## config.mk

```make
export PLATFORM = sky130hd
export DESIGN_NAME = rgb565_to_bmp24_stream_top
export DESIGN_NICKNAME = d
export VERILOG_FILES = /design/src/design/rgbbmp_pkg.sv /design/src/design/rgbbmp_front.sv /design/src/design/rgbbmp_fifo.sv /design/src/design/rgbbmp_back.sv /design/src/design/rgb565_to_bmp24_stream_top.sv
export SDC_FILE = /design/constraint.sdc
export NUM_CORES = 1
export LEC_CHECK = 0
export BUFFER_PORTS_ARGS = -buffer_cell sky130_fd_sc_hd__buf_2
export CAP_MARGIN = 0
export CORE_MARGIN = 1.5
export CORE_UTILIZATION = 40
export CTS_CLUSTER_SIZE = 28
export DETAILED_ROUTE_END_ITERATION = 16
export PLACE_DENSITY = 0.63
export SLEW_MARGIN = 20
export SYNTH_ARGS = -nofsm -noshare
export SYNTH_HDL_FRONTEND = slang
export SYNTH_HIERARCHICAL = 1
export SYNTH_SLANG_ARGS = --single-unit
```

## constraint.sdc

```tcl
create_clock -name clk -period 6.6 [get_ports clk]
set_input_delay 1.32 -clock clk [delete_from_list [all_inputs] [get_ports clk]]
set_output_delay 1.32 -clock clk [all_outputs]
set_load 0.005 [all_outputs]
```

## src/design/rgbbmp_pkg.sv

```systemverilog
package rgbbmp_pkg;

  // width of a size field; the configuration registers are this wide
  localparam int SZ_W = 11;

  // configuration register indexes
  localparam int CFG_AW = 2;
  localparam logic [CFG_AW-1:0] REG_IMAGE_WIDTH  = 2'd0;
  localparam logic [CFG_AW-1:0] REG_IMAGE_HEIGHT = 2'd1;

  localparam logic [SZ_W-1:0] WIDTH_RST  = 11'd320;
  localparam logic [SZ_W-1:0] HEIGHT_RST = 11'd240;

  // bmp header constants
  localparam int HDR_BYTES       = 54;
  localparam int INFO_HDR_SIZE   = 40;
  localparam int BMP_BPP         = 24;
  localparam int BMP_PLANES      = 1;
  localparam int BMP_PPM         = 2835;
  localparam logic [7:0] SIG_B   = 8'h42;
  localparam logic [7:0] SIG_M   = 8'h4d;

  // byte index within one item's run
  localparam int IDX_W = 6;

  // command queue
  localparam int Q_DEPTH = 2;
  localparam int Q_PW    = 1;

  typedef enum logic {
    CMD_HDR = 1'b0,
    CMD_PIX = 1'b1
  } cmd_kind_t;

  typedef struct packed {
    cmd_kind_t       kind;
    logic [23:0]     bgr;        // blue in the low byte, then green, then red
    logic [1:0]      npad;       // zero bytes after the pixel, 0 unless row end
    logic            frame_end;
    logic [SZ_W-1:0] w;
    logic [SZ_W-1:0] h;
  } cmd_t;

endpackage

```

## src/design/rgbbmp_front.sv

```systemverilog
module rgbbmp_front import rgbbmp_pkg::*; #(
  parameter int MAX_WIDTH  = 1024,
  parameter int MAX_HEIGHT = 1024
) (
  input  logic            clk,
  input  logic            rst_n,
  input  logic [SZ_W-1:0] image_width,
  input  logic [SZ_W-1:0] image_height,
  input  logic            acc,
  input  logic            mode,
  input  logic [15:0]     pixel,
  output logic            push,
  output cmd_t            push_cmd
);

  localparam int CW   = (MAX_WIDTH > 2) ? $clog2(MAX_WIDTH) : 1;
  localparam int RW   = (MAX_HEIGHT > 2) ? $clog2(MAX_HEIGHT) : 1;
  localparam int MW   = (CW > RW) ? CW : RW;
  localparam int CMPW = ((MW > SZ_W) ? MW : SZ_W) + 1;

  logic [CW-1:0]   col_r, col_nxt;
  logic [RW-1:0]   row_r, row_nxt;
  logic            active_r, active_nxt;
  logic [SZ_W-1:0] w, h;
  logic            row_end, frame_end;
  logic [4:0]      red, blue;
  logic [5:0]      green;

  // saturate sizes to 1..max
  always_comb begin
    if (image_width == '0) begin
      w = SZ_W'(1);
    end else if (32'(image_width) > MAX_WIDTH) begin
      w = SZ_W'(MAX_WIDTH);
    end else begin
      w = image_width;
    end
    if (image_height == '0) begin
      h = SZ_W'(1);
    end else if (32'(image_height) > MAX_HEIGHT) begin
      h = SZ_W'(MAX_HEIGHT);
    end else begin
      h = image_height;
    end
  end

  assign row_end   = (CMPW'(col_r) + CMPW'(1)) >= CMPW'(w);
  assign frame_end = row_end && ((CMPW'(row_r) + CMPW'(1)) >= CMPW'(h));

  assign red   = pixel[15:11];
  assign green = pixel[10:5];
  assign blue  = pixel[4:0];

  always_comb begin
    col_nxt    = col_r;
    row_nxt    = row_r;
    active_nxt = active_r;
    push       = 1'b0;
    push_cmd.kind      = CMD_HDR;
    push_cmd.bgr       = {red, red[4:2], green, green[5:4], blue, blue[4:2]};
    push_cmd.npad      = row_end ? w[1:0] : 2'd0;
    push_cmd.frame_end = frame_end;
    push_cmd.w         = w;
    push_cmd.h         = h;
    if (acc) begin
      if (mode == 1'b0) begin
        push       = 1'b1;
        col_nxt    = '0;
        row_nxt    = '0;
        active_nxt = 1'b1;
      end else if (active_r) begin
        push          = 1'b1;
        push_cmd.kind = CMD_PIX;
        if (row_end) begin
          col_nxt = '0;
          if (frame_end) begin
            row_nxt    = '0;
            active_nxt = 1'b0;
          end else begin
            row_nxt = row_r + RW'(1);
          end
        end else begin
          col_nxt = col_r + CW'(1);
        end
      end
    end
  end

  always_ff @(posedge clk) begin
    if (!rst_n) begin
      col_r    <= '0;
      row_r    <= '0;
      active_r <= 1'b0;
    end else begin
      col_r    <= col_nxt;
      row_r    <= row_nxt;
      active_r <= active_nxt;
    end
  end

endmodule

```

## src/design/rgbbmp_fifo.sv

```systemverilog
module rgbbmp_fifo import rgbbmp_pkg::*; (
  input  logic clk,
  input  logic rst_n,
  input  logic push,
  input  cmd_t push_cmd,
  output logic full,
  output logic q_valid,
  output cmd_t q_cmd,
  input  logic pop
);

  cmd_t            mem_r [Q_DEPTH];
  logic [Q_PW-1:0] wp_r, rp_r;
  logic [Q_PW:0]   cnt_r;

  assign full    = (cnt_r == (Q_PW+1)'(Q_DEPTH));
  assign q_valid = (cnt_r != '0);
  assign q_cmd   = mem_r[rp_r];

  always_ff @(posedge clk) begin
    if (push) begin
      mem_r[wp_r] <= push_cmd;
    end
  end

  always_ff @(posedge clk) begin
    if (!rst_n) begin
      wp_r  <= '0;
      rp_r  <= '0;
      cnt_r <= '0;
    end else begin
      if (push) begin
        wp_r <= wp_r + Q_PW'(1);
      end
      if (pop) begin
        rp_r <= rp_r + Q_PW'(1);
      end
      case ({push, pop})
        2'b10:   cnt_r <= cnt_r + (Q_PW+1)'(1);
        2'b01:   cnt_r <= cnt_r - (Q_PW+1)'(1);
        default: cnt_r <= cnt_r;
      endcase
    end
  end

endmodule

```

## src/design/rgbbmp_back.sv

```systemverilog
module rgbbmp_back import rgbbmp_pkg::*; (
  input  logic       clk,
  input  logic       rst_n,
  input  logic       q_valid,
  input  cmd_t       q_cmd,
  output logic       pop,
  output logic       out_valid,
  input  logic       out_ready,
  output logic [7:0] out_byte,
  output logic       out_last,
  output logic       out_done
);

  cmd_t             cmd_r;
  logic             busy_r, busy_nxt;
  logic [IDX_W-1:0] idx_r, idx_nxt;
  logic [31:0]      img_r, fsize_r;
  logic             ovalid_r, ovalid_nxt;
  logic [7:0]       obyte_r;
  logic             olast_r, odone_r;
  logic             emit, last;
  logic [IDX_W-1:0] last_idx;
  logic [7:0]       cur_byte;
  logic [12:0]      line_len;
  logic [31:0]      wext, hext;

  assign wext     = 32'(cmd_r.w);
  assign hext     = 32'(cmd_r.h);
  // padded row length: the pad count equals width mod 4
  assign line_len = 13'({cmd_r.w, 1'b0}) + 13'(cmd_r.w) + 13'(cmd_r.w[1:0]);

  assign last_idx = (cmd_r.kind == CMD_HDR) ? IDX_W'(HDR_BYTES - 1)
                                            : IDX_W'(2) + IDX_W'(cmd_r.npad);
  assign emit = busy_r && (!ovalid_r || out_ready);
  assign last = (idx_r == last_idx);
  assign pop  = q_valid && (!busy_r || (emit && last));

  // header layout, little-endian fields
  always_comb begin
    cur_byte = 8'h00;
    if (cmd_r.kind == CMD_PIX) begin
      case (idx_r)
        6'd0:    cur_byte = cmd_r.bgr[7:0];
        6'd1:    cur_byte = cmd_r.bgr[15:8];
        6'd2:    cur_byte = cmd_r.bgr[23:16];
        default: cur_byte = 8'h00;
      endcase
    end else begin
      case (idx_r)
        6'd0:    cur_byte = SIG_B;
        6'd1:    cur_byte = SIG_M;
        6'd2:    cur_byte = fsize_r[7:0];
        6'd3:    cur_byte = fsize_r[15:8];
        6'd4:    cur_byte = fsize_r[23:16];
        6'd5:    cur_byte = fsize_r[31:24];
        6'd10:   cur_byte = 8'(HDR_BYTES);
        6'd14:   cur_byte = 8'(INFO_HDR_SIZE);
        6'd18:   cur_byte = wext[7:0];
        6'd19:   cur_byte = wext[15:8];
        6'd22:   cur_byte = hext[7:0];
        6'd23:   cur_byte = hext[15:8];
        6'd26:   cur_byte = 8'(BMP_PLANES);
        6'd28:   cur_byte = 8'(BMP_BPP);
        6'd34:   cur_byte = img_r[7:0];
        6'd35:   cur_byte = img_r[15:8];
        6'd36:   cur_byte = img_r[23:16];
        6'd37:   cur_byte = img_r[31:24];
        6'd38:   cur_byte = 8'(BMP_PPM & 255);
        6'd39:   cur_byte = 8'(BMP_PPM >> 8);
        6'd42:   cur_byte = 8'(BMP_PPM & 255);
        6'd43:   cur_byte = 8'(BMP_PPM >> 8);
        default: cur_byte = 8'h00;
      endcase
    end
  end

  always_comb begin
    busy_nxt   = busy_r;
    idx_nxt    = idx_r;
    ovalid_nxt = ovalid_r;
    if (out_ready) begin
      ovalid_nxt = 1'b0;
    end
    if (emit) begin
      ovalid_nxt = 1'b1;
      idx_nxt    = idx_r + IDX_W'(1);
      if (last) begin
        busy_nxt = 1'b0;
      end
    end
    if (pop) begin
      busy_nxt = 1'b1;
      idx_nxt  = '0;
    end
  end

  // image size is registered from the loaded command, file size from image size;
  // neither is read before header byte two
  always_ff @(posedge clk) begin
    if (pop) begin
      cmd_r <= q_cmd;
    end
    img_r   <= 32'(line_len) * hext;
    fsize_r <= img_r + 32'(HDR_BYTES);
    if (emit) begin
      obyte_r <= cur_byte;
      olast_r <= last;
      odone_r <= last && (cmd_r.kind == CMD_PIX) && cmd_r.frame_end;
    end
  end

  always_ff @(posedge clk) begin
    if (!rst_n) begin
      busy_r   <= 1'b0;
      idx_r    <= '0;
      ovalid_r <= 1'b0;
    end else begin
      busy_r   <= busy_nxt;
      idx_r    <= idx_nxt;
      ovalid_r <= ovalid_nxt;
    end
  end

  assign out_valid = ovalid_r;
  assign out_byte  = obyte_r;
  assign out_last  = olast_r;
  assign out_done  = odone_r;

endmodule

```

## src/design/rgb565_to_bmp24_stream_top.sv

```systemverilog
// path: an accepted item passes the command queue and the back's command register before
// its first byte is registered; throughput: one output byte per cycle while out_tready
// is high and items are queued; a pixel gives 3 bytes, 3 to 6 at row end with padding,
// a start item 54 for the header; reset: synchronous active-low rst_n clears counters,
// frame flag, command queue and output valid; width and height return to 320 and 240
module rgb565_to_bmp24_stream_top import rgbbmp_pkg::*; #(
  parameter int MAX_WIDTH  = 1024,
  parameter int MAX_HEIGHT = 1024
) (
  input  logic              clk,
  input  logic              rst_n,
  // configuration write port
  input  logic              cfg_we,
  input  logic [CFG_AW-1:0] cfg_addr,
  input  logic [SZ_W-1:0]   cfg_wdata,
  // input items
  input  logic              in_tvalid,
  output logic              in_tready,
  input  logic [15:0]       in_tdata,   // pixel [15:0]
  input  logic [0:0]        in_tuser,   // mode [0]
  // result items
  output logic              out_tvalid,
  input  logic              out_tready,
  output logic [7:0]        out_tdata,  // out_byte [7:0]
  output logic              out_tlast,  // last byte of this item's run
  output logic [0:0]        out_tuser   // frame_done [0]
);

  logic [SZ_W-1:0] width_r, height_r;
  logic            acc;
  logic            push, full, q_valid, pop;
  cmd_t            push_cmd, q_cmd;

  // configuration registers, indexes beyond the list are dropped
  always_ff @(posedge clk) begin
    if (!rst_n) begin
      width_r  <= WIDTH_RST;
      height_r <= HEIGHT_RST;
    end else if (cfg_we) begin
      case (cfg_addr)
        REG_IMAGE_WIDTH:  width_r  <= cfg_wdata;
        REG_IMAGE_HEIGHT: height_r <= cfg_wdata;
        default: ;
      endcase
    end
  end

  // front side keeps taking items while the queue has room, even if the
  // output register is still holding a byte
  assign in_tready = !full;
  assign acc       = in_tvalid && in_tready;

  // front: counters, frame flag, classification and pixel widening
  rgbbmp_front #(
    .MAX_WIDTH  (MAX_WIDTH),
    .MAX_HEIGHT (MAX_HEIGHT)
  ) u_front (
    .clk          (clk),
    .rst_n        (rst_n),
    .image_width  (width_r),
    .image_height (height_r),
    .acc          (acc),
    .mode         (in_tuser[0]),
    .pixel        (in_tdata),
    .push         (push),
    .push_cmd     (push_cmd)
  );

  // two-entry command queue between front and back
  rgbbmp_fifo u_fifo (
    .clk      (clk),
    .rst_n    (rst_n),
    .push     (push),
    .push_cmd (push_cmd),
    .full     (full),
    .q_valid  (q_valid),
    .q_cmd    (q_cmd),
    .pop      (pop)
  );

  // back: byte sequencer for header and pixel runs, registered output
  rgbbmp_back u_back (
    .clk       (clk),
    .rst_n     (rst_n),
    .q_valid   (q_valid),
    .q_cmd     (q_cmd),
    .pop       (pop),
    .out_valid (out_tvalid),
    .out_ready (out_tready),
    .out_byte  (out_tdata),
    .out_last  (out_tlast),
    .out_done  (out_tuser[0])
  );

endmodule
```

== Yosys cells after proc, flatten, opt, wreduce, memory -nomap -nowiden ==
Memories as Yosys holds them, arrays and structs flattened. A register that Yosys moved wholly into a read port is not among the register bits.
Index checks and enable logic that the tools add are counted.

* Flip-flop bits (word level): 129
* Bits in writable memories: 100
* Input port bits: 35
* Word-level logic and storage cells: 126
* Memories kept: 1

{| class="wikitable"
|+ Memories
! name !! words !! width !! rd ports !! clocked after Yosys merged registers in !! write ports !! line !! RTL
|-
| u_fifo.mem_r || 2 || 50 || 1 || 1 || 1 || rgbbmp_fifo.sv:12 || <nowiki>cmd_t mem_r [Q_DEPTH];</nowiki>
|}

* $add $sub $neg: 13
* Multiply operators: 1
* $lt $le $gt $ge: 4
* Equality and inequality tests: 28
* Muxes and demuxes: 33
* Bitwise logic cells: 1
* Reductions and logical operators: 29

{| class="wikitable"
|+ Operators by type and width
! kind !! count
|-
| $pmux W8 S20 || 1
|-
| $mux W10 || 7
|-
| $eq A6 B6 Y1 const B || 8
|-
| $mux W11 || 4
|-
| $eq A6 B5 Y1 const B || 6
|-
| $add A32 B6 Y32 const B || 1
|-
| $ge A12 B11 Y1 || 2
|-
| $mul A13 B11 Y24 || 1
|-
| $pmux W8 S3 || 1
|-
| $add A10 B1 Y11 const B || 2
|-
| $gt A11 B11 Y1 const B || 2
|-
| $logic_not A11 Y1 || 2
|-
| $add A10 B1 Y10 const B || 2
|-
| $mux W1 || 16
|-
| $add A12 B11 Y13 || 1
|-
| $add A13 B2 Y13 || 1
|-
| $eq A6 B2 Y1 const B || 2
|-
| $eq A6 B3 Y1 const B || 2
|-
| $eq A6 B4 Y1 const B || 2
|-
| $reduce_bool A2 Y1 || 5
|-
| $mux W8 || 1
|-
| $reduce_and A2 Y1 || 4
|-
| $logic_and A1 B1 Y1 || 7
|-
| $add A6 B1 Y6 const B || 1
|-
| 19 further kinds || 28
|}

== Logic depth before layout (Yosys ltp) ==
* Word-level depth: 9
* Mapped depth: 23
* Depth with buffers taken out: 22

== By module ==
The synthesis kept the hierarchy.

{| class="wikitable"
|+ Modules (own cells, without submodules)
! module !! times used !! cells each !! area each (µm²)
|-
| rgbbmp_back || 1 || 954 || 9575.4
|-
| rgbbmp_fifo || 1 || 178 || 3813.7
|-
| rgbbmp_front || 1 || 292 || 2157.1
|-
| rgb565_to_bmp24_stream_top || 1 || 91 || 903.4
|}

== Least setup slack after synthesis ==
Ideal clock, no wire load.

* Path type: register -> register
* Start: register u_back/cmd_r[12] (netlist name)
* End: register u_back.img_r[21]
* Library setup time: 95 ps
* Data arrival time: 6766 ps
* Data required time: 6505 ps
* Slack: -261 ps
* Stages on the path, launching flop included: 24
* Path buffers: 1
* Clock period less this slack: 6861 ps
* Cell sequence: edfxtp_1 -> fa_1 -> ha_1 -> fa_1 -> a21o_1 -> a21oi_2 -> o21ai_1 -> o41ai_2 -> buf_4 -> mux2_1 -> fa_1 -> inv_1 -> fa_1 -> fa_1 -> fa_1 -> inv_1 -> fa_1 -> inv_1 -> ha_1 -> a21oi_1 -> o21ai_0 -> a221oi_2 -> nand2_1 -> o311ai_1

* Word-level cells in the longest chain between the ends: 3

{| class="wikitable"
|+ Ends and longest elaborated chain
! item !! line !! RTL
|-
| $add A12 B11 Y13 || rgbbmp_back.sv:30 || <nowiki>assign line_len = 13'({cmd_r.w, 1'b0}) + 13'(cmd_r.w) + 13'(cmd_r.w[1:0]);</nowiki>
|-
| $add A13 B2 Y13 * || rgbbmp_back.sv:30 ||
|-
| $mul A13 B11 Y24 * || rgbbmp_back.sv:103 || <nowiki>img_r <= 32'(line_len) * hext;</nowiki>
|-
| end signal: assignment || rgbbmp_back.sv:103 ||
|-
| end: declaration || rgbbmp_back.sv:17 || <nowiki>logic [31:0] img_r, fsize_r;</nowiki>
|}

Mark *: on every way between the ends. The rest lies on a longest branch, timed or not.
A chain may end at the register's enable or synchronous reset.

== Worst setup path after layout ==
* Start: register u_back/cmd_r[12] (netlist name)
* End: register u_back.img_r[18]

* Word-level cells in the longest chain between the ends: 3

{| class="wikitable"
|+ Ends and longest elaborated chain
! item !! line
|-
| $add A12 B11 Y13 || rgbbmp_back.sv:30
|-
| $add A13 B2 Y13 * || rgbbmp_back.sv:30
|-
| $mul A13 B11 Y24 * || rgbbmp_back.sv:103
|}

Marks and branches as above.

==> impl_metrics.yaml <==
clock_network:
  htreeDepth: 1
  clk_latency_ns: 0.57
  cts_root_buf: "clkbuf_16"
  cts_made_buffers: 28
  cts_tree: "yes"
  clk_path_buf_depth: 3
  cts_sinks: 261
  cts.reportedPaths.clkPinSlew_ns: 0.06
floorplanning:
  die_h_um: 206
  initial_core_util_pct: 40.4
  dieArea_mm2: 0.0423
  die_w_um: 206
  io-pin-count: 47
  rows: 74
  coreArea_mm2: 0.0407
final_layout:
  multi_input_area_mm2: 0.00878
  nNetsFinal: 1773
  drive_gt1_share_pct: 18.3
  syn_to_final_growth_pct: 12.0
  diodes: 0
  layoutNonFillerInstCount: 2103
  fillers: 3779
  seq_area_mm2: 0.00683
placed_design:
  hpwl_mm: 26.3
  io_buffers: 46
  dp_cells: 2039
  gp_congestion: 0.872
synth:
  syn_nets: 1739
  ys_top_cells_by_area: "edfxtp_1, dfxtp_1, fa_1"
  synth_area_mm2: 0.0164
  synth-edff-count: 160
  synth_top_flop_cell: "edfxtp_1"
  synth_commonest_cells: "edfxtp_1, nand2_1, inv_1, ha_1, dfxtp_1"
  seq_area_frac_synth_pct: 41.5
  yosysMostFrequentCell: "edfxtp_1"
  yosysTopAreaCell: "edfxtp_1"
  async_reset_ff_share_pct: 0
  ys_seq_elements: 261
  yosys_warnings: 6
  syn_inst: 1515
  ys_types: 91
  yosys.area.top_type_share_pct: 29.2
  avgSynthCellArea_um2: 10.9
critical_path:
  cp.arrival_ns: 7.11
  critPathKind: "reg2reg"
  critPathRequiredTime_ns: 7.11
  crit_path_start_kind: "flop"
  path_max_fanout: 6
  crit_path_end_kind: "flop"
sta:
  worst_slack_ns: -0.00804
  worst_pin_slew_ns: 1.01
  fmax_mhz: 151
  setup_viol: 1
  report.final.slew_viol_count: 0
  hold_violations: 0
  rsz0062_at_grt: "true"
  period_share_pct: 100
  fin_skew_ns: 0.0356
  slew_headroom_pct: 32.1
  period_minus_slack_ns: 6.61
grt:
  grt_max_degree: 63
  grt_pass1_wl_mm: 59.4
  grt_usage_pct: 17.5
  grt_antenna_before_repair: 0
  grt_pass1_vias: 11173
  overflow: 0
outcome:
  outcome: "finished with violations"
  violations: "setup timing"
drt:
  drt_pre_antenna_iters: 5
  drt-vias-per-instance: 5.34
  routed_wl_mm: 36.4
  drtIter0Drc: 800
  drt-wirelength-per-cell_um: 17.3
  drtAntennaViolNets: 0
  vias: 11224
  drc_errors: 0
flow_run:
  drv_cap: 0
min_path:
  min_path_type: "reg2reg"
-- worst max-delay path, cell delays in order, from the launching register on --
cell	delay, ns
edfxtp_1	0.42
fa_1	0.50
ha_2	0.21
fa_2	0.34
a21o_1	0.17
a21oi_2	0.20
o211ai_1	0.12
xor2_1	0.18
buf_4	0.16
buf_6	0.11
buf_4	0.14
nand2_1	0.08
fa_1	0.52
inv_1	0.05
fa_1	0.49
fa_1	0.44
fa_1	0.56
inv_2	0.04
fa_1	0.54
inv_2	0.04
ha_4	0.27
nand4_1	0.13
a21oi_2	0.20
a221oi_4	0.11
or4_1	0.41
nand4_1	0.10
-- per-layer routing --
layer / vias to the layer above / share of wire (%) / wire length (um) / global-route usage, %
li1: 5347 / - / - / -
met1: 5542 / 47 / 17200 / 24.6
met2: 266 / 45 / 16500 / 28.3
met3: 69 / 4.4 / 1600 / 2.12
met4: 0 / 2.9 / 1070 / 5.23
met5: - / 0 / 0 / 0
-- path summary, 6_finish.rpt --
check | slack [ns] | to | startpoint | cells after the start
worst max register to register | -0.008 | u_back/img_r[18]$_DFF_P_ | u_back/cmd_r[12]$_DFFE_PP_ | 25
worst max-delay path | -0.008 | u_back/img_r[18]$_DFF_P_ | u_back/cmd_r[12]$_DFFE_PP_ | 25
worst min register to register | 0.45 | u_back/fsize_r[2]$_DFF_P_ | u_back/img_r[2]$_DFF_P_ | 1
worst min-delay path | 0.45 | u_back/fsize_r[2]$_DFF_P_ | u_back/img_r[2]$_DFF_P_ | 1
-- kinds of logic (layout without fill, tap and decap cells) --
family | Yosys count | in the layout | share of synthesized area, %
compound gates | 197 | 197 | 9.30
xor+xnor | 61 | 61 | 3.25
fa+ha+maj | 189 | 189 | 18.1
buf+inv | 237 | 293 | 6.53
flops | 261 | 261 | 41.5
mux | 81 | 81 | 5.35
simple gates | 489 | 489 | 16.0
-- flip-flops by register name (all words and copies together) (netlist names), 2 cells and up, named ones only --
name / flops
u_fifo/mem_r: 100
u_fifo/cnt_r: 2
height_r: 11
u_front/col_r: 10
u_back/out_byte: 8
u_back/idx_r: 6
u_back/fsize_r: 23
width_r: 11
u_front/row_r: 10
u_back/cmd_r: 50
u_back/img_r: 22
-- cells in the final DEF, fill, tap and decap left out, types with 7 or more instances in the layout --
| cell type | n |
|---|---|
| a21boi_0 | 11 |
| a21o_1 | 13 |
| a21oi_1 | 28 |
| a21oi_2 | 8 |
| a22o_1 | 11 |
| a31oi_1 | 7 |
| and2_1 | 64 |
| and3_1 | 28 |
| buf_2 | 46 |
| buf_4 | 52 |
| clkbuf_16 | 29 |
| clkbuf_8 | 7 |
| dfxtp_1 | 100 |
| edfxtp_1 | 160 |
| fa_1 | 79 |
| ha_1 | 99 |
| inv_1 | 127 |
| inv_2 | 10 |
| mux2_2 | 53 |
| mux2i_1 | 24 |
| nand2_1 | 140 |
| nand2b_1 | 23 |
| nand3_1 | 68 |
| nand4_1 | 17 |
| nor2_1 | 39 |
| nor2b_1 | 22 |
| nor3_1 | 15 |
| nor3b_1 | 12 |
| nor4_1 | 9 |
| o211ai_1 | 16 |
| o21ai_0 | 13 |
| o21bai_1 | 7 |
| o22ai_1 | 9 |
| xnor2_1 | 37 |
| xor2_1 | 22 |
-- metrics by stage --
stage,setup TNS (ns),utilization (%),setup slack [ns],hold slack [ns],cell area [um^2]
2_1_floorplan,0,-,0.00330,0.394,16500
3_3_place_gp,-0.105,42.2,-0.0499,0.428,17200
3_5_place_dp,-0.436,42.2,-0.119,0.427,17200
4_1_cts,-0.0399,44.8,-0.0256,0.448,18200
5_1_grt,-1.78,45.2,-0.260,0.472,18400
6_report,-0.00804,45.2,-0.00804,0.452,18400
-- repair_timing --
item | CTS | global route
gates resized for setup | 8 | 39
setup endpoints to repair | 8 | 11
hold buffers | 0 | 0
pin swaps | 22 | 15
setup buffers | 7 | 5
-- cell type report --
type                    count  share of cell area (%)
well taps                 532                    3.61
inverters                 139                    2.83
clock inverters            11                   0.625
repair buffers            102                    3.61
clock buffers              41                    4.57
multi-input cells        1017                    47.7
flip-flops and latches    261                    37.1
Power is not shown: default switching activity piles up to over one toggle a cycle in this logic, so the estimate is an artifact.
